### config.mk
export PLATFORM = sky130hd
export DESIGN_NAME = a3_handover_decision_ttt
export DESIGN_NICKNAME = d
export VERILOG_FILES = /design/src/a3ho_pkg.sv /design/src/a3_handover_decision_ttt.sv
export SDC_FILE = /design/constraint.sdc
export NUM_CORES = 1
export LEC_CHECK = 0
export BUFFER_PORTS_ARGS = -buffer_cell sky130_fd_sc_hd__clkbuf_2
export CELL_PAD_IN_SITES_DETAIL_PLACEMENT = 1
export CELL_PAD_IN_SITES_GLOBAL_PLACEMENT = 1
export CORE_MARGIN = 3
export CORE_UTILIZATION = 54
export DETAILED_ROUTE_END_ITERATION = 7
export PLACE_DENSITY_LB_ADDON = 0.1
export SETUP_SLACK_MARGIN = 0.02
export SLEW_MARGIN = 20
export SYNTH_ARGS = -nofsm -noshare
export SYNTH_HDL_FRONTEND = slang
export SYNTH_SLANG_ARGS = --single-unit
### constraint.sdc
create_clock -name clk_i -period 6.6 [get_ports clk_i]
set_input_delay 0.66 -clock clk_i [delete_from_list [all_inputs] [get_ports clk_i]]
set_output_delay 0.66 -clock clk_i [all_outputs]
set_load 0.02 [all_outputs]
### src/a3ho_pkg.sv
`default_nettype none

package a3ho_pkg;

  localparam int unsigned RsrpW = 11;
  localparam int unsigned CellW = 4;
  localparam int unsigned TimeW = 32;
  localparam int unsigned HystW = 8;
  localparam int unsigned TttW  = 16;
  localparam int unsigned CfgW  = 16;

  // -140 dBm in quarter dBm
  localparam logic signed [RsrpW-1:0] RSRP_FLOOR = -11'sd560;

  localparam logic [HystW-1:0] HYST_RST = 8'd12;
  localparam logic [TttW-1:0]  TTT_RST  = 16'd160;

  localparam logic OP_MEAS = 1'b0;
  localparam logic OP_HO   = 1'b1;

  localparam logic CFG_HYST = 1'b0;
  localparam logic CFG_TTT  = 1'b1;

  typedef enum logic [2:0] {
    ST_IDLE,
    ST_HO_RD,
    ST_HO_SET,
    ST_SCAN,
    ST_OUT
  } state_e;

endpackage

`default_nettype wire

### src/a3_handover_decision_ttt.sv
// sequence: a measurement request scans every table entry before its result is offered,
//   a handover command passes ST_HO_RD and ST_HO_SET, an ignored one goes straight to ST_OUT
// one request at a time: a new request is taken only after the result has been taken;
//   the scan reads one table entry per cycle through a single memory read port
// reset: async active low; serving cell 0 at -140 dBm, all table entries read as -140 dBm,
//   no pending marks, hysteresis 12, time-to-trigger 160 ms
`default_nettype none

module a3_handover_decision_ttt #(
  parameter int NUM_CELLS = 16
) (
  input  wire                         clk_i,
  input  wire                         rst_ni,
  input  wire                         cfg_we_i,
  input  wire                         cfg_addr_i,
  input  wire  [a3ho_pkg::CfgW-1:0]   cfg_wdata_i,
  input  wire                         in_valid_i,
  output logic                        in_ready_o,
  input  wire                         op_i,
  input  wire  [a3ho_pkg::CellW-1:0]  cell_index_i,
  input  wire  signed [a3ho_pkg::RsrpW-1:0] rsrp_i,
  input  wire  [a3ho_pkg::TimeW-1:0]  timestamp_i,
  output logic                        out_valid_o,
  input  wire                         out_ready_i,
  output logic                        handover_wanted_o,
  output logic [a3ho_pkg::CellW-1:0]  target_cell_o,
  output logic signed [a3ho_pkg::RsrpW-1:0] target_rsrp_o,
  output logic [a3ho_pkg::CellW-1:0]  serving_cell_o,
  output logic signed [a3ho_pkg::RsrpW-1:0] serving_rsrp_o,
  output logic                        handover_done_o
);

  localparam int CW = (NUM_CELLS > 1) ? $clog2(NUM_CELLS) : 1;
  localparam int XW = (CW > a3ho_pkg::CellW) ? CW : a3ho_pkg::CellW;

  a3ho_pkg::state_e state_q, state_d;

  logic [a3ho_pkg::HystW-1:0] hyst_q;
  logic [a3ho_pkg::TttW-1:0]  ttt_q;

  logic [a3ho_pkg::CellW-1:0]        serv_q;
  logic signed [a3ho_pkg::RsrpW-1:0] serv_lvl_q;
  logic [NUM_CELLS-1:0]              pend_q;
  logic [NUM_CELLS-1:0]              rsrp_vld_q;

  logic signed [a3ho_pkg::RsrpW-1:0] rsrp_mem [NUM_CELLS];
  logic [a3ho_pkg::TimeW-1:0]        fs_mem [NUM_CELLS];

  logic signed [a3ho_pkg::RsrpW-1:0] rd_rsrp_q;
  logic                              rd_vld_q;
  logic [a3ho_pkg::TimeW-1:0]        rd_fs_q;

  logic [CW-1:0]                     cnt_q;
  logic                              issue_done_q;
  logic                              eval_vld_q;
  logic [CW-1:0]                     eval_idx_q;

  logic [a3ho_pkg::TimeW-1:0]        now_q;
  logic [a3ho_pkg::CellW-1:0]        ho_idx_q;
  logic                              best_vld_q;
  logic [a3ho_pkg::CellW-1:0]        best_idx_q;
  logic signed [a3ho_pkg::RsrpW-1:0] best_lvl_q;
  logic                              done_q;

  logic          in_acc;
  logic          in_rng;
  logic          is_ho;
  logic          tbl_we;
  logic          srv_refresh;
  logic          ho_ok;
  logic          ho_rd;
  logic          ho_set;
  logic          issue;
  logic          eval_last;
  logic [CW-1:0] rd_addr;
  logic [CW-1:0] in_addr;
  logic [CW-1:0] ho_addr;

  logic signed [a3ho_pkg::RsrpW-1:0] cur_rsrp;
  logic signed [a3ho_pkg::RsrpW-1:0] best_ref;
  logic signed [a3ho_pkg::RsrpW+1:0] bar;
  logic [a3ho_pkg::TimeW-1:0]        elapsed;
  logic          is_srv;
  logic          cond;
  logic          newly;
  logic          ttt_ok;
  logic          stronger;

  // request decode
  assign in_acc  = in_valid_i && in_ready_o;
  assign in_rng  = 32'(cell_index_i) < NUM_CELLS;
  assign is_ho   = op_i == a3ho_pkg::OP_HO;
  assign in_addr = CW'(cell_index_i);
  assign ho_addr = CW'(ho_idx_q);
  assign ho_ok   = in_rng && (cell_index_i != serv_q);
  assign tbl_we  = in_acc && !is_ho && in_rng && (rsrp_i > a3ho_pkg::RSRP_FLOOR);
  assign srv_refresh = tbl_we && (cell_index_i == serv_q);

  assign issue     = (state_q == a3ho_pkg::ST_SCAN) && !issue_done_q;
  assign eval_last = eval_idx_q == CW'(NUM_CELLS - 1);
  assign rd_addr   = ho_rd ? ho_addr : cnt_q;

  // next state
  always_comb begin
    state_d = state_q;
    unique case (state_q)
      a3ho_pkg::ST_IDLE: begin
        if (in_valid_i) begin
          if (!is_ho) state_d = a3ho_pkg::ST_SCAN;
          else if (ho_ok) state_d = a3ho_pkg::ST_HO_RD;
          else state_d = a3ho_pkg::ST_OUT;
        end
      end
      a3ho_pkg::ST_HO_RD:  state_d = a3ho_pkg::ST_HO_SET;
      a3ho_pkg::ST_HO_SET: state_d = a3ho_pkg::ST_OUT;
      a3ho_pkg::ST_SCAN: begin
        if (eval_vld_q && eval_last) state_d = a3ho_pkg::ST_OUT;
      end
      a3ho_pkg::ST_OUT: begin
        if (out_ready_i) state_d = a3ho_pkg::ST_IDLE;
      end
      default: state_d = a3ho_pkg::ST_IDLE;
    endcase
  end

  // state outputs
  always_comb begin
    in_ready_o  = 1'b0;
    out_valid_o = 1'b0;
    ho_rd       = 1'b0;
    ho_set      = 1'b0;
    unique case (state_q)
      a3ho_pkg::ST_IDLE:   in_ready_o  = 1'b1;
      a3ho_pkg::ST_HO_RD:  ho_rd       = 1'b1;
      a3ho_pkg::ST_HO_SET: ho_set      = 1'b1;
      a3ho_pkg::ST_SCAN:   ;
      a3ho_pkg::ST_OUT:    out_valid_o = 1'b1;
      default:             ;
    endcase
  end

  always_ff @(posedge clk_i or negedge rst_ni) begin
    if (!rst_ni) state_q <= a3ho_pkg::ST_IDLE;
    else state_q <= state_d;
  end

  always_ff @(posedge clk_i or negedge rst_ni) begin
    if (!rst_ni) begin
      hyst_q <= a3ho_pkg::HYST_RST;
      ttt_q  <= a3ho_pkg::TTT_RST;
    end else if (cfg_we_i) begin
      unique case (cfg_addr_i)
        a3ho_pkg::CFG_HYST: hyst_q <= cfg_wdata_i[a3ho_pkg::HystW-1:0];
        a3ho_pkg::CFG_TTT:  ttt_q  <= cfg_wdata_i[a3ho_pkg::TttW-1:0];
        default:            ;
      endcase
    end
  end

  // table memories, one write and one registered read per cycle
  always_ff @(posedge clk_i) begin
    if (tbl_we) rsrp_mem[in_addr] <= rsrp_i;
    rd_rsrp_q <= rsrp_mem[rd_addr];
  end

  always_ff @(posedge clk_i) begin
    if (eval_vld_q && !is_srv && cond && newly) fs_mem[eval_idx_q] <= now_q;
    rd_fs_q <= fs_mem[rd_addr];
  end

  always_ff @(posedge clk_i or negedge rst_ni) begin
    if (!rst_ni) begin
      rsrp_vld_q <= '0;
      rd_vld_q   <= 1'b0;
    end else begin
      if (tbl_we) rsrp_vld_q[in_addr] <= 1'b1;
      rd_vld_q <= rsrp_vld_q[rd_addr];
    end
  end

  // scan evaluation of the entry read in the previous cycle
  assign cur_rsrp = rd_vld_q ? rd_rsrp_q : a3ho_pkg::RSRP_FLOOR;
  assign best_ref = best_vld_q ? best_lvl_q : serv_lvl_q;
  assign bar      = (a3ho_pkg::RsrpW + 2)'(serv_lvl_q)
                  + $signed({{(a3ho_pkg::RsrpW + 2 - a3ho_pkg::HystW){1'b0}}, hyst_q});
  assign is_srv   = XW'(eval_idx_q) == XW'(serv_q);
  assign cond     = (a3ho_pkg::RsrpW + 2)'(cur_rsrp) > bar;
  assign newly    = !pend_q[eval_idx_q];
  assign elapsed  = now_q - rd_fs_q;
  assign ttt_ok   = newly ? (ttt_q == '0) : (elapsed >= a3ho_pkg::TimeW'(ttt_q));
  assign stronger = cur_rsrp > best_ref;

  always_ff @(posedge clk_i or negedge rst_ni) begin
    if (!rst_ni) begin
      pend_q <= '0;
    end else if (ho_set) begin
      pend_q[ho_addr] <= 1'b0;
    end else if (eval_vld_q && !is_srv) begin
      pend_q[eval_idx_q] <= cond;
    end
  end

  always_ff @(posedge clk_i or negedge rst_ni) begin
    if (!rst_ni) begin
      serv_q     <= '0;
      serv_lvl_q <= a3ho_pkg::RSRP_FLOOR;
    end else if (srv_refresh) begin
      serv_lvl_q <= rsrp_i;
    end else if (ho_set) begin
      serv_q     <= ho_idx_q;
      serv_lvl_q <= cur_rsrp;
    end
  end

  always_ff @(posedge clk_i or negedge rst_ni) begin
    if (!rst_ni) begin
      cnt_q        <= '0;
      issue_done_q <= 1'b0;
      eval_vld_q   <= 1'b0;
      best_vld_q   <= 1'b0;
      done_q       <= 1'b0;
    end else begin
      eval_vld_q <= issue;
      if (in_acc) begin
        cnt_q        <= '0;
        issue_done_q <= 1'b0;
        best_vld_q   <= 1'b0;
        done_q       <= 1'b0;
      end else begin
        if (issue) begin
          if (cnt_q == CW'(NUM_CELLS - 1)) issue_done_q <= 1'b1;
          else cnt_q <= cnt_q + CW'(1);
        end
        if (eval_vld_q && !is_srv && cond && ttt_ok && stronger) best_vld_q <= 1'b1;
        if (ho_set) done_q <= 1'b1;
      end
    end
  end

  always_ff @(posedge clk_i) begin
    if (in_acc) begin
      now_q    <= timestamp_i;
      ho_idx_q <= cell_index_i;
    end
    if (issue) eval_idx_q <= cnt_q;
    if (eval_vld_q && !is_srv && cond && ttt_ok && stronger) begin
      best_idx_q <= a3ho_pkg::CellW'(eval_idx_q);
      best_lvl_q <= cur_rsrp;
    end
  end

  assign handover_wanted_o = best_vld_q;
  assign target_cell_o     = best_vld_q ? best_idx_q : '0;
  assign target_rsrp_o     = best_vld_q ? best_lvl_q : '0;
  assign serving_cell_o    = serv_q;
  assign serving_rsrp_o    = serv_lvl_q;
  assign handover_done_o   = done_q;

endmodule

`default_nettype wire

==> metrics.txt <==
worst setup path endpoint best_idx_q[2]; ys async rst share 9.551%; Reg2Reg Depth 20; most used routing layer met2; setup slack, reg-to-reg approximately 830 ps; maxcap violations 0; post-layout min period a little under 6000 ps; outcome complete, no violations; hpwl dp roughly 61000 um; Nets around 2500; Worst path most repeated cell a21oi_1; commonest cells after routing, fill and taps aside edfxtp_1 (743), nand2_1 (190), mux4_2 (180); hold_ws ~170 ps; FMAX 173.2 MHz; gpl congestion roughly 0.90; worst skew pair latency approximately 670 ps; Hold Crit Start timestamp_i[19]; IO Pins between 100 and 150; count of different cell masters after synthesis between 70 and 80; synthesized netlist net count about 2300; Sw Ratio 32.95%; routed len/inst approximately 30 um; worst vdd ir around 0.00030 V; endpoint type of the worst setup path flip-flop; Setup crit start kind flip-flop; Flop pwr share between 40 and 50%; Synth Register Bits between 800 and 900; most common cell after layout, fill and taps aside edfxtp_1; worst setup path startpoint now_q[0]; Initial DRC Count ~2000; vias in the first global route 21819; die area 70160 sq um; global routing usage on met3 under 10%; setup violators final 0; grt total ovfl 0; post-synthesis sequential area ratio between 60% and 70%; CP max stage cell edfxtp_1; Die Width about 260 um; Post-Syn Area 36190 sq um; WP data required 6880 ps; Slew HR 28.71%; RR Startpoint now_q[0]; part of the cycle the worst path needs 87.48%; DRC 0; Port Buffers approximately 100; CTS resizes 0; drt first pass iters 5; Worst R2R End best_idx_q[2]; Syn Inst Count roughly 2200; Post-DRT Antenna Nets 0; sw power approximately 5.7 mW; RSZ-0062 raised after global routing false; clock power share between 20 and 30%; Yosys warnings 0; Slew Limit Fails 0; CP max stage delay ~790 ps; FILL cells just under 6000; CTS tree yes; crit path buf inv count 1; Layout Skew slightly below 40 ps; maximum clock insertion buffer count 3; Worst-Margin Slew 1047 ps; internal power between 10 and 15 mW; Die H approximately 260 um; Core Rows 94; drt via density about 6.3; # clock sinks a little under 900; CP arrival about 6100 ps; Starting Density a little over half; Hold Crit Class input port to flip-flop; worst setup path class flip-flop to flip-flop; TritonCTS buffer count slightly below 90; number of stages on the worst setup path 20; Crit Path Max Fanout 17; Placed Cells ~3100; initial antenna violation count 0; PD cells roughly 420 nW/um^2; Final Hold Vio Count 0; met2 GRT Util 43.30%; Post-synth EDFFs 743; GR met1 Demand/Resource 41.13%; fraction of layout cells with a size suffix above 1 roughly a quarter; H-Tree Depth 3; Layout Cells excl Fill approximately 3300; Reg clk slew, reported paths 70 ps; largest net degree at the start of global routing 89; Comb pwr share between 30% and 40%; via count 20449; Seq. cell area between 20000 and 30000 sq um; crit path cell chain inv_1, ha_1, fa_1, nand2b_1, a21oi_1, o2111ai_1, nand2_1, a21o_1, a21oi_1, xnor2_1, ha_1, a21oi_1, nor2b_1, o21ai_0, o211ai_1, nor4_4, o2111ai_1, or4_1, or4_4, o21a_1; Core ar. roughly 66000 sq um; area of the multi-input gates 10440 sq um; synthesized area per cell 16.75 sq um; setup TNS 0 ps; CTS root buf clkbuf_16; ys flop type edfxtp_1; Post-Route WL roughly 95000 um; area delta synth->final 13.65%; first-pass GRT wire length 143100 um; Leak around 15 nW; GRT Util Overall between 20 and 30%; delay-heaviest family, CP compound AO/OA/AOI/OAI gates
[synth_stat cells, drive strengths merged, types with 8 or more instances]
master	n	area [sq um]
o221ai	11	96.34
dfxtp	43	860.8
nor3	17	85.08
o31ai	11	82.58
mux4	180	4054
xnor2	18	157.7
o21ai	40	200.2
o2111ai	8	70.07
a31oi	47	294.0
dfstp	9	236.5
mux2i	9	90.09
mux2	24	270.3
xor2	21	183.9
nand2b	23	143.9
nand4	11	75.07
o21a	16	120.1
a21o	17	127.6
nand3	19	95.09
nor2b	14	87.58
buf	42	219.0
or2	19	118.9
clkbuf	57	214.0
a211oi	49	372.9
a21oi	73	365.4
nor2	75	281.5
nor4	10	77.57
edfxtp	743	22310
a22oi	13	97.59
o211ai	12	95.09
ha	79	988.5
and2	67	419.2
inv	63	236.5
nand2	191	719.4
dfrtp	74	1852
[metal layers]
metal | wire length, um | share of wire [%]
met5 | 0 | 0
met4 | 2545 | 2.7
met3 | 5578 | 5.9
met2 | 45160 | 48
met1 | 41700 | 44
[registers in the layout (all words and copies together) (netlist names), 16 cells and up]
register and cells:
now_q 32, rd_fs_q 32, pend_q 16, rsrp_mem 176, fs_mem 512, ttt_q 16, rsrp_vld_q 16
[layout make-up]
| cell class | instances | share of cell area, % |
|---|---|---|
| antenna | 1 | 0.006084 |
| clock buffer | 120 | 5.893 |
| clock inverter | 42 | 1.311 |
| inverter | 63 | 0.5750 |
| multi-input combinational | 1130 | 25.39 |
| sequential | 869 | 61.42 |
| tap | 864 | 2.628 |
| timing repair buffer | 169 | 2.774 |
[cell families (layout without fill, tap and decap cells)]
| kind of cell | after synthesis | count (layout) | synth area share [%] |
|---|---|---|---|
| DFF | 869 | 869 | 69.80 |
| adders and majority gates | 81 | 81 | 2.842 |
| buffers and inverters | 162 | 394 | 1.850 |
| xor gates and xnor gates | 39 | 39 | 0.9439 |
| muxes | 213 | 213 | 12.20 |
| and+or+nand+nor | 476 | 476 | 6.476 |
| AOI/OAI and AO/OA | 321 | 321 | 5.891 |
| other | 0 | 1 | 0 |
[power by group through the flow]
stage	registers, mW	logic [mW]	clock network [mW]
after floorplan	6.95	3.71	0
after global placement	7.09	5.17	0
after detailed placement	7.12	5.30	0
after CTS	7.01	5.35	5.16
after global routing	7.06	5.84	5.38
final	7.01	5.35	5.07
[metrics by stage]
step,cell area [sq um],total power [mW],setup slack (ps),utilization [%]
floorplan,36190,10.65,1305,-
global placement,38140,12.25,1099,57.71
detailed placement,38140,12.42,904.3,57.71
CTS,41120,17.52,797.8,62.20
global route,41130,18.28,391.5,62.22
finish,41130,17.44,826.3,62.22
[worst register-to-register path: cells and delay by family (launching register included)]
kind	cells	cell delay, ps
buffers and inverters	1	110
AND/OR/NAND/NOR	6	1710
XOR/XNOR	1	150
flip-flops	1	790
AO/OA/AOI/OAI	9	1780
adder cells (fa/ha/maj)	3	850
[what timing repair did]
action	4_1_cts	5_1_grt
setup buffers	0	0
hold endpoints to repair	35	0
hold buffers	1	0
[worst min-delay path by stage]
stage | to | slack, ps | cells after the start
CTS | now_q[19] | 130 | 1
global placement | rsrp_vld_q[1] | 440 | 1
detailed placement | rsrp_vld_q[15] | 450 | 1
floorplan | cnt_q[0] | 360 | 0
finish | now_q[19] | 170 | 1
global route | now_q[15] | 150 | 1
No activity file was read; power rests on OpenSTA's default activity.
